<file path="config.mk">
export PLATFORM = sky130hd
export DESIGN_NAME = nca_cell
export DESIGN_NICKNAME = d
export VERILOG_FILES = /design/src/design/nca_pkg.sv /design/src/design/nca_ram.sv /design/src/design/nca_cell.sv
export SDC_FILE = /design/constraint.sdc
export NUM_CORES = 1
export LEC_CHECK = 0
export CORE_MARGIN = 1.5
export CORE_UTILIZATION = 59
export CTS_CLUSTER_DIAMETER = 150
export CTS_CLUSTER_SIZE = 28
export DETAILED_ROUTE_END_ITERATION = 6
export DONT_BUFFER_PORTS = 1
export PLACE_DENSITY = 0.78
export SYNTH_ARGS = -nofsm -noshare
export SYNTH_HDL_FRONTEND = slang
export SYNTH_HIERARCHICAL = 1
export SYNTH_SLANG_ARGS = --single-unit
</file>
<file path="constraint.sdc">
create_clock -name clk -period 7.76 [get_ports clk]
set_input_delay 0 -clock clk [delete_from_list [all_inputs] [get_ports clk]]
set_output_delay 0 -clock clk [all_outputs]
set_load 0.01 [all_outputs]
</file>
<file path="src/design/nca_pkg.sv">
// Package of the nearest-centroid assignment block: sizes, operation codes,
// the cell control word and the token passed along the cell chain.
package nca_pkg;

  localparam int MAX_CLUSTERS = 16;
  localparam int MAX_FEATURES = 16;
  localparam longint MAX_ITEMS = 65535;

  localparam int VAL_W  = 16;
  localparam int DIST_W = 36;
  localparam int CNT_W  = 16;
  localparam int SQ_W   = 2 * VAL_W;
  localparam int CIDX_W = 4;
  localparam int FIDX_W = 4;

  localparam int CW = (MAX_CLUSTERS > 1) ? $clog2(MAX_CLUSTERS) : 1;
  localparam int FW = (MAX_FEATURES > 1) ? $clog2(MAX_FEATURES) : 1;
  localparam int PW = $clog2(MAX_FEATURES + 1);

  localparam logic [DIST_W-1:0] DIST_MAX  = {DIST_W{1'b1}};
  localparam logic [CNT_W-1:0]  COUNT_CAP =
      CNT_W'((MAX_ITEMS < 65535) ? MAX_ITEMS : 65535);

  typedef enum logic [1:0] {
    OP_LOAD    = 2'd0,
    OP_FEATURE = 2'd1,
    OP_CLEAR   = 2'd2
  } op_t;

  // Broadcast to every cell.
  typedef struct packed {
    logic              rd_en;
    logic [FW-1:0]     rd_addr;
    logic [FW-1:0]     wr_addr;
    logic [VAL_W-1:0]  wr_data;
    logic              acc_en;
    logic              acc_clr;
    logic              cnt_clr;
    logic [VAL_W-1:0]  feat;
  } cell_ctrl_t;

  // Best candidate so far, handed from cell to cell.
  typedef struct packed {
    logic              found;
    logic [CW-1:0]     idx;
    logic [DIST_W-1:0] dist_sq;
    logic [CNT_W-1:0]  cnt;
  } token_t;

endpackage

</file>
<file path="src/design/nca_ram.sv">
// Generic simple dual-port RAM with one write port and a registered read port.
// No dependencies.
module nca_ram #(
  parameter int WIDTH = 16,
  parameter int DEPTH = 16,
  localparam int AW = (DEPTH > 1) ? $clog2(DEPTH) : 1
) (
  input  logic             clk,
  input  logic             wr_en,
  input  logic [AW-1:0]    wr_addr,
  input  logic [WIDTH-1:0] wr_data,
  input  logic             rd_en,
  input  logic [AW-1:0]    rd_addr,
  output logic [WIDTH-1:0] rd_data
);

  logic [WIDTH-1:0] mem_r [DEPTH];
  logic [WIDTH-1:0] rd_data_r;

  always_ff @(posedge clk) begin
    if (wr_en) begin
      mem_r[wr_addr] <= wr_data;
    end
    if (rd_en) begin
      rd_data_r <= mem_r[rd_addr];
    end
  end

  assign rd_data = rd_data_r;

endmodule

</file>
<file path="src/design/nca_cell.sv">
// One centroid cell: coordinate RAM, squared-distance accumulator, member
// count, and one stage of the nearest-centroid compare chain. Uses nca_pkg, nca_ram.
module nca_cell
  import nca_pkg::*;
(
  input  logic       clk,
  input  logic       rst_n,
  input  cell_ctrl_t ctrl,
  input  logic       wr_en,
  input  logic       inc,
  input  logic       active,
  input  logic [CW-1:0] cell_idx,
  input  token_t     tok_in,
  output token_t     tok_out
);

  logic [VAL_W-1:0]  coord;
  logic signed [VAL_W:0] diff;
  logic [VAL_W-1:0]  abs_diff;
  logic [SQ_W-1:0]   sq;
  logic [DIST_W:0]   sum;
  logic [DIST_W-1:0] acc_r, acc_nxt;
  logic [CNT_W-1:0]  cnt_r, cnt_nxt;
  token_t            tok_r, tok_nxt;

  nca_ram #(.WIDTH(VAL_W), .DEPTH(MAX_FEATURES)) u_coords (
    .clk     (clk),
    .wr_en   (wr_en),
    .wr_addr (ctrl.wr_addr),
    .wr_data (ctrl.wr_data),
    .rd_en   (ctrl.rd_en),
    .rd_addr (ctrl.rd_addr),
    .rd_data (coord)
  );

  always_comb begin
    diff     = $signed({coord[VAL_W-1], coord}) - $signed({ctrl.feat[VAL_W-1], ctrl.feat});
    abs_diff = diff[VAL_W] ? VAL_W'(-diff) : diff[VAL_W-1:0];
    sq       = abs_diff * abs_diff;
    sum      = {1'b0, acc_r} + (DIST_W+1)'(sq);
  end

  always_comb begin
    acc_nxt = acc_r;
    if (ctrl.acc_clr) begin
      acc_nxt = '0;
    end else if (ctrl.acc_en) begin
      acc_nxt = sum[DIST_W] ? DIST_MAX : sum[DIST_W-1:0];
    end
  end

  always_comb begin
    cnt_nxt = cnt_r;
    if (ctrl.cnt_clr) begin
      cnt_nxt = '0;
    end else if (inc && (cnt_r < COUNT_CAP)) begin
      cnt_nxt = cnt_r + CNT_W'(1);
    end
  end

  // Strictly-less keeps the earlier (lower-index) cell on ties.
  always_comb begin
    tok_nxt = tok_in;
    if (active && (!tok_in.found || (acc_r < tok_in.dist_sq))) begin
      tok_nxt.found   = 1'b1;
      tok_nxt.idx     = cell_idx;
      tok_nxt.dist_sq = acc_r;
      tok_nxt.cnt     = cnt_r;
    end
  end

  always_ff @(posedge clk) begin
    if (!rst_n) begin
      acc_r <= '0;
      cnt_r <= '0;
    end else begin
      acc_r <= acc_nxt;
      cnt_r <= cnt_nxt;
    end
    tok_r <= tok_nxt;
  end

  assign tok_out = tok_r;

endmodule

</file>
; After elaboration in Yosys (flattened, before gate mapping)
; Memories as Yosys holds them, arrays and structs flattened. A register that Yosys moved wholly into a read port is not among the register bits.
; Index checks and enable logic that the tools add are counted.
[word_totals]
regBits = 109
ramBits = 256
mem_count = 1
[mem_list]
columns = name, depth, width, rd, rd_ports_with_merged_regs, write_ports, line
row1 = u_coords.mem_r, 16, 16, 1, 1, 1, nca_ram.sv:17  ; logic [WIDTH-1:0] mem_r [DEPTH];
[op_classes]
bitwise_logic = 1
muxes = 5
n_lt_le_gt_ge = 2
n_addsub = 4
mul = 1
n_reduce_logical = 6
[ops]
columns = op, count
row1 = 56-bit 2-to-1 mux, 1
row2 = 36-bit by 32-bit adder with 37-bit output, 1
row3 = 36-bit < comparator, 1
row4 = 36-bit 2-to-1 mux, 1
row5 = 16-bit by 16-bit multiplier with 32-bit output, 1
row6 = 16-bit by 16-bit subtractor with 17-bit output, 1
row7 = "16-bit by 1-bit adder with 16-bit output, second input constant", 1
row8 = "16-bit < comparator, second input constant", 1
row9 = 16-bit 2-to-1 mux, 1
row10 = 16-bit negator, 1
row11 = 2-bit OR reduction, 2
row12 = 1-bit logical AND, 2
row13 = 1-bit 2-to-1 mux, 2
row14 = 1-bit zero test, 1
row15 = 1-bit logical OR, 1
row16 = 1-bit inverter, 1

; Longest topological paths before layout
; Gate-level depths: netlist of run 1.
[logic_depth]
ltp_word = 6
mapped_depth = 37
mapped_depth_nobuf = 35

; Hierarchy
; The synthesis of run 1 kept the hierarchy.
[by_module_without_submodules]
columns = mod, cells_each, seq_area_each_um2, instances, area_each_um2
row1 = nca_cell, 1881, 2182.1, 1, 15602.5
row2 = nca_ram, 432, 8167.8, 1, 10203.5

; Least setup slack after synthesis of run 1
; OpenSTA, ideal clock, no wires.
[synth_path]
path_type = register to register
startpoint = register u_coords.rd_data_r[0] (netlist: u_coords/rd_data[0]) (read register of u_coords.mem_r)
endpoint = register acc_r[16]
path_buffers = 3
path_stages_with_launch = 36
arrival_time_ps = 8254
period_less_slack_ps = 8376
t_required_ps = 7638
setup_time_ps = 122
setup_slack_ps = -616
path_cell_list = edfxtp_1 > inv_1 > ha_1 > fa_1 > nor2b_4 > o31a_4 > o31ai_4 > nand4_2 > a31oi_4 > or2_1 > buf_4 > o21ai_0 > xor2_1 > clkbuf_1 > nand2_1 > fa_1 > inv_1 > fa_1 > inv_1 > fa_1 > inv_1 > fa_1 > inv_1 > fa_1 > inv_1 > fa_1 > ha_1 > a21o_1 > a21o_1 > a221o_1 > o311ai_1 > o211ai_1 > a211oi_2 > o21a_1 > buf_2 > a21oi_1
[synth_between]
elab_chain_len = 6
[synth_lines]
columns = item, line
row1 = from (decl), nca_ram.sv:18  ; logic [WIDTH-1:0] rd_data_r;
row2 = 16-bit by 16-bit subtractor with 17-bit output (*), nca_cell.sv:37  ; diff = $signed({coord[VAL_W-1], coord}) - $signed({ctrl.feat[VAL_W-1], ctrl.feat});
row3 = 16-bit negator, nca_cell.sv:38  ; abs_diff = diff[VAL_W] ? VAL_W'(-diff) : diff[VAL_W-1:0];
row4 = 16-bit 2-to-1 mux (*), nca_cell.sv:38
row5 = 16-bit by 16-bit multiplier with 32-bit output (*), nca_cell.sv:39  ; sq = abs_diff * abs_diff;
row6 = 36-bit by 32-bit adder with 37-bit output (*), nca_cell.sv:40  ; sum = {1'b0, acc_r} + (DIST_W+1)'(sq);
row7 = 36-bit 2-to-1 mux (*), nca_cell.sv:48  ; acc_nxt = sum[DIST_W] ? DIST_MAX : sum[DIST_W-1:0];
row8 = to (signal assigned), nca_cell.sv:77  ; acc_r <= acc_nxt;
row9 = to (decl), nca_cell.sv:22  ; logic [DIST_W-1:0] acc_r, acc_nxt;
; Mark *: on every way between the ends. The rest lies on a longest branch, timed or not.
; A chain may end at the register's enable or synchronous reset.

; Worst setup path in the final report of run 1
; Same ends and word-level chain as after synthesis.

==> out/qor.yml, run 1 <==
outcome:
  status: "complete, but fails checks"
  violations: "negative setup slack"
setup_path:
  max_stage_delay_ns: 0.58
  critPathKind: "flop to flop"
  startpoint_type: "flop"
  cp_data_arrival_time_ns: 9.01
  r2r_start: "u_coords/rd_data[0]"
  startpoint: "u_coords/rd_data[0]"
  endpoint_kind: "flop"
  crit_fanout: 6
  crit_required_ns: 8.27
  crit_path_top_delay_cell: "fa_2"
global_route:
  track_usage: 0.3157
  antenna_found_initial: 1
  grt_pass1_vias: 20373
  grt_overflow: 0
  grt_max_degree: 131
  grt_pass1_wl_um: 108700
layout:
  nNetsFinal: 3113
  area_delta_synth_final_pct: 21.21
  fin_util: 0.7261
  drive_gt1_frac: 0.2348
min_path:
  hold_class: "input pin to flop"
  holdCritStartpoint: "ctrl[40]"
synthesis:
  syn-num-nets: 2776
  synth_compound_gate_area_share: 0.1159
  syn_inst: 2313
  synth_top_family_by_area: "adder cells"
  yosysUniqueCellTypes: 90
  yosys_warnings: 6
  yosys-mux-area-fraction: 0.05920
  syn_area_per_cell_um2: 11.16
  synth_fa_ha_area_frac: 0.2282
  synthFlopType: "edfxtp_1"
  ys_ff_latch: 381
  seq_area_frac_synth: 0.4011
  synthXorXnorAreaFrac: 0.02182
  synth-edff-count: 272
  yosys.area_share.simple: 0.1022
  synthesis.area_mm2: 0.02581
  synthArstFlopShare: 0
cts:
  cts_root_buf: "clkbuf_16"
  cts_buffers: 18
  clock_latency_ns: 0.57
  h-tree-depth: 1
  clkTransAtPathRegs_ns: 0.11
  cts_tree: "yes"
  clkSinkCount: 381
  clock_path_buffers: 3
placed_design:
  gp_congestion: 0.9078
  hpwl_um: 47680
  io_buffers: 0
timing:
  relSlewSlack: 0.1768
  max_freq_mhz: 117.7
  rsz0062_at_grt: "true"
  setup_viol: 36
  hold_viol_final: 0
  fin_crit_ns: 8.497
  slew_viol_final: 0
  fin_ws_ns: -0.7370
  finalClockSkew_ns: 0.04274
  post-route-period-util: 1.095
  worst_pin_slew_ns: 1.235
floorplan:
  rows: 76
  placeableCoreArea_mm2: 0.04308
  die_w_um: 212.1
  start_util: 0.5991
  boundaryPins: 167
  die-area_mm2: 0.04500
  die_y_um: 212.1
detailed_routing:
  wl_met1_um: 25510
  drt_pass1_iterations: 5
  ant_nets: 0
  drt-total-wl_um: 71900
  dr_wl_met3_um: 4916
  vias: 19935
  wl_met2_um: 37090
  drt-vias-per-instance: 6.155
  drc: 0
  top_layer: "met4"
  drt_iter0_drc: 1578
  routedWlPerCell_um: 22.20
run:
  drv_cap: 0
through the flow:
stage / setup slack (ns) / setup TNS [ns] / instance area (um2) / std cells / hold slack [ns]
6_report: -0.7370 / -23.54 / 31280 / 3239 / 0.01833
5_1_grt: -1.000 / -32.66 / 31280 / 3238 / 0.01740
4_1_cts: -0.6150 / -19.82 / 30680 / 3210 / 0.003396
3_5_place_dp: -0.9856 / -33.95 / 28390 / 3066 / 0.09949
3_3_place_gp: -0.8544 / -29.40 / 28390 / 3066 / 0.09940
2_1_floorplan: -0.3230 / -10.56 / 26030 / 2313 / 0.09887
flip-flops by register name, summed over array words and instances, names as in the netlist:
name	flops
u_coords/mem_r	256
cnt_r	16
tok_out	57
acc_r	36
u_coords/rd_data	16
cell type report:
cell class | count | area [um2]
inverter | 365 | 1386
tap | 585 | 732.0
timing repair buffer | 423 | 3707
clock inverter | 3 | 76.32
multi-input combinational | 1461 | 14570
fill | 2756 | 11800
clock buffer | 20 | 457.9
sequential | 381 | 10350
antenna | 1 | 2.502
logic make-up (layout without fill, tap and decap cells):
kind of cell / count (synthesis) / count (layout)
flip-flops: 381 / 381
other: 0 / 1
AND/OR/NAND/NOR: 549 / 549
buffers and inverters: 471 / 811
AO/OA/AOI/OAI: 431 / 431
XOR/XNOR: 60 / 60
adder cells (fa/ha/maj): 353 / 353
multiplexers: 68 / 68
critical path: cells and delay by family, from the launching register on:
kind / cells / cell delay [ns]
and+or+nand+nor: 5 / 1.19
adders and majority gates: 9 / 3.61
DFF: 1 / 0.40
buffers and inverters: 11 / 1.21
AOI/OAI and AO/OA: 11 / 2.01
layout by cell type, fill, tap and decap left out, types with 19 or more instances in the layout:
master         netlist  final
clkbuf_16            0     19
o211ai_1            46     46
fa_1               196    187
dlygate4sd3_1        0     97
xnor2_1             26     23
ha_1               157    138
dfxtp_1            109    109
nand2_1            172    156
a22oi_1             32     32
o21ai_0             70     60
mux4_2              54     54
inv_1              361    344
nor2_1             162    146
buf_4                4    293
a21oi_2              3     30
edfxtp_1           272    272
nand4_1             65     65
a31oi_1             41     38
and3_1              30     29
xor2_1              29     27
a21oi_1             99     69
a21o_1              34     34
synthesized netlist by cell type (all sizes together), types with 18 or more instances:
master  instances  area share
inv           365       0.053
edfxtp        272        0.32
fa            196        0.15
nand2         172       0.025
nor2          164       0.024
ha            157       0.076
dfxtp         109       0.085
a21oi         102       0.020
o21ai          75       0.015
clkbuf         71       0.010
nand4          68       0.018
mux4           64       0.057
o211ai         46       0.013
a31oi          42       0.011
buf            35      0.0082
a21o           34      0.0099
a22oi          33      0.0098
xor2           32       0.012
and3           30      0.0073
xnor2          28       0.010
and2           27      0.0067
nand3          18      0.0035
repair_timing:
| item | CTS | global route |
|---|---|---|
| gates cloned | 4 | 1 |
| resized for setup | 109 | 88 |
| endpoints found under the hold margin | 469 | 1 |
| hold buffers | 99 | 1 |
| endpoints found under the setup margin | 36 | 36 |
| pin swaps | 60 | 69 |
| setup buffers | 18 | 27 |
metal layers:
metal  up-vias  track usage
li1       8740            -
met1      9857       0.3728
met2      1062       0.5607
met3       276      0.03885
met4         0       0.1741
met5         -            0
final timing paths:
kind                                             end  slack [ns]  cells past startpoint
worst max register to register             acc_r[16]       -0.74                     36
worst max-delay path                       acc_r[16]       -0.74                     36
worst min register to register            tok_out[1]        0.51                      2
worst min-delay path            u_coords/rd_data[15]        0.02                      3
Power of run 1 is not shown: default switching activity piles up to over one toggle a cycle in this logic, so the estimate is an artifact.
==> run 2, diff against run 1 <==
--- a/config.mk
+++ b/config.mk
@@ -6,12 +6,12 @@
 export NUM_CORES = 1
 export LEC_CHECK = 0
 export CORE_MARGIN = 1.5
-export CORE_UTILIZATION = 59
+export CORE_UTILIZATION = 60
 export CTS_CLUSTER_DIAMETER = 150
 export CTS_CLUSTER_SIZE = 28
 export DETAILED_ROUTE_END_ITERATION = 6
 export DONT_BUFFER_PORTS = 1
-export PLACE_DENSITY = 0.78
+export PLACE_DENSITY = 0.76
 export SYNTH_ARGS = -nofsm -noshare
 export SYNTH_HDL_FRONTEND = slang
 export SYNTH_HIERARCHICAL = 1
==> constraint.sdc (replaced) <==
create_clock -name clk -period 9.58 [get_ports clk]
set_input_delay 0 -clock clk [delete_from_list [all_inputs] [get_ports clk]]
set_output_delay 0 -clock clk [all_outputs]
set_load 0.01 [all_outputs]
==> run 2 against run 1 <==
Net effect:
- critical path depth down 5
- the run ends with negative hold slack left
- fmax down 6.9%
- cell count down 9.4%
- register-to-register slack better by 1.2 ns
- global-route usage down 2.6 points
- worst setup slack better by 1.2 ns
==> out/qor.yml, run 2 (synthesis gave the netlist of run 1 again) <==
setup_path:
  worst_path_most_repeated_cell: "fa_1"
  r2r_slack_ns: 0.45  # +1.19 ns
  crit_required_ns: 10.01  # +1.74 ns
  startpoint_type: "flop"
  cp_data_arrival_time_ns: 9.56  # +0.55 ns
  endpoint_kind: "flop"
  r2r_end: "acc_r[9]"
  r2r_start: "u_coords/rd_data[0]"
  worstRegToRegCells: 31  # -14%
  crit_fanout: 11  # +5
  critPathKind: "flop to flop"
  max_stage_delay_ns: 0.54  # -0.04 ns
  crit_path_top_delay_cell: "fa_1"
  startpoint: "u_coords/rd_data[0]"
cts:
  clock_latency_ns: 0.56  # about the same
  clkSinkCount: 381  # unchanged
  cts_root_buf: "clkbuf_16"
  clkTransAtPathRegs_ns: 0.11  # about the same
  clock_path_buffers: 3  # unchanged
  cts_buffers: 17  # -1
  h-tree-depth: 1  # unchanged
  cts_tree: "yes"
layout:
  mostFrequentLayoutCell: "inv_1"
  fill_cells: 3026  # +9.8%
  drive_gt1_frac: 0.08194  # -0.1529
  seqCellArea_mm2: 0.01035  # unchanged
  final_cell_mix: "inv_1 (360), edfxtp_1 (272), fa_1 (196)"
  nNetsFinal: 2852  # -8.4%
  top_register: "u_coords/mem_r"
  largest_reg_flops: 256  # unchanged
  multiInputGateArea_mm2: 0.01373  # -5.7%
  area_delta_synth_final_pct: 9.028
placed_design:
  hpwl_um: 44380  # -6.9%
  gp_congestion: 0.9368  # +3.2%
  io_buffers: 0  # unchanged
detailed_routing:
  drt-total-wl_um: 63700  # -11%
  routedWlPerCell_um: 21.72  # -2.2%
  drc: 0  # unchanged
  vias: 18339  # -8.0%
  ant_nets: 0  # unchanged
  drt_pass1_iterations: 6  # +1
  drt_iter0_drc: 1742  # +10%
  drt-vias-per-instance: 6.253  # +1.6%
timing:
  relSlewSlack: 0.1541  # -0.02270
  post-route-period-util: 0.9525  # -0.1425
  hold_slack_ns: -0.009547  # -0.02788 ns
  slew_viol_final: 0  # unchanged
  fin_crit_ns: 9.125  # +0.6281 ns
  worst_pin_slew_ns: 1.265  # +0.02987 ns
  max_freq_mhz: 109.6  # -6.9%
  finalClockSkew_ns: 0.03270  # -0.01004 ns
  setup_total_negative_slack_ns: 0  # +23.54 ns
  hold_viol_final: 2  # +2
  rsz0062_at_grt: "false"
  setup_viol: 0  # -100%
floorplan:
  rows: 75  # -1.3%
  die_y_um: 210.4  # -0.82%
  boundaryPins: 167  # unchanged
  start_util: 0.6111  # +0.01203
  die_w_um: 210.4  # -0.82%
  placeableCoreArea_mm2: 0.04223  # -2.0%
  die-area_mm2: 0.04426  # -1.6%
global_route:
  grt_max_degree: 88  # -33%
  grt_overflow: 0  # unchanged
  track_usage: 0.2900  # -0.02576
  grt_pass1_wl_um: 98840  # -9.0%
  antenna_found_initial: 3  # +2
  grt_pass1_vias: 18550  # -8.9%
run:
  drv_cap: 0  # unchanged
min_path:
  min_to: "u_coords/rd_data[14]"
  hold_class: "input pin to flop"
  whs_path_depth: 3  # unchanged
  holdCritStartpoint: "ctrl[40]"
outcome:
  violations: "negative hold slack"
  status: "complete, but fails checks"
-- run 2: worst max-delay path: cells and delay by family, from the launching register on --
family,cells,cell delay (ns)
XOR/XNOR,1,0.32
AO/OA/AOI/OAI,9,2.17
AND/OR/NAND/NOR,6,1.49
flip-flops,1,0.34
adder cells (fa/ha/maj),9,4.17
buffers and inverters,6,0.52
-- run 2: worst max-delay path by stage --
stage / depth (start not counted) / slack, ns / end
floorplan: 35 / 1.20 / acc_r[16]
global placement: 31 / 0.40 / acc_r[7]
detailed placement: 30 / 0.29 / acc_r[12]
CTS: 31 / 0.18 / acc_r[12]
global route: 30 / 0.007 / acc_r[34]
finish: 31 / 0.45 / acc_r[9]
-- run 2: cell type report --
cell class / instances / share of cell area
Multi-Input combinational cell: 1461 / 0.4880
Sequential cell: 381 / 0.3679
Timing Repair Buffer: 163 / 0.05497
Inverter: 365 / 0.04883
Tap cell: 539 / 0.02397
Clock buffer: 19 / 0.01539
Clock inverter: 3 / 0.0008449
Antenna cell: 2 / 0.0001779
-- run 2: metrics by stage --
stage / worst slack (ns) / cells / utilization / hold slack [ns] / instance area, um2
global route: 0.006950 / 2932 / 0.6662 / 0.01404 / 28130
detailed placement: 0.2943 / 2788 / 0.6249 / 0.09947 / 26390
finish: 0.4549 / 2933 / 0.6663 / -0.009547 / 28140
global placement: 0.4003 / 2788 / 0.6249 / 0.09942 / 26390
CTS: 0.1803 / 2924 / 0.6636 / 0.002355 / 28020
floorplan: 1.204 / 2313 / - / 0.09887 / 25810
-- run 2: timing repair --
action                                  4_1_cts  5_1_grt
endpoints found under the hold margin       464        1
hold buffers                                114        1
gates resized for setup                       0        8
buffers inserted                              0        6
endpoints found under the setup margin        0       36
-- run 2: routing by layer --
layer / global-route usage / share of wire
met5: 0 / 0.00038
met4: 0.1377 / 0.051
met3: 0.04216 / 0.067
met2: 0.5178 / 0.51
met1: 0.3457 / 0.37
Power of run 2 is left out for the same reason.
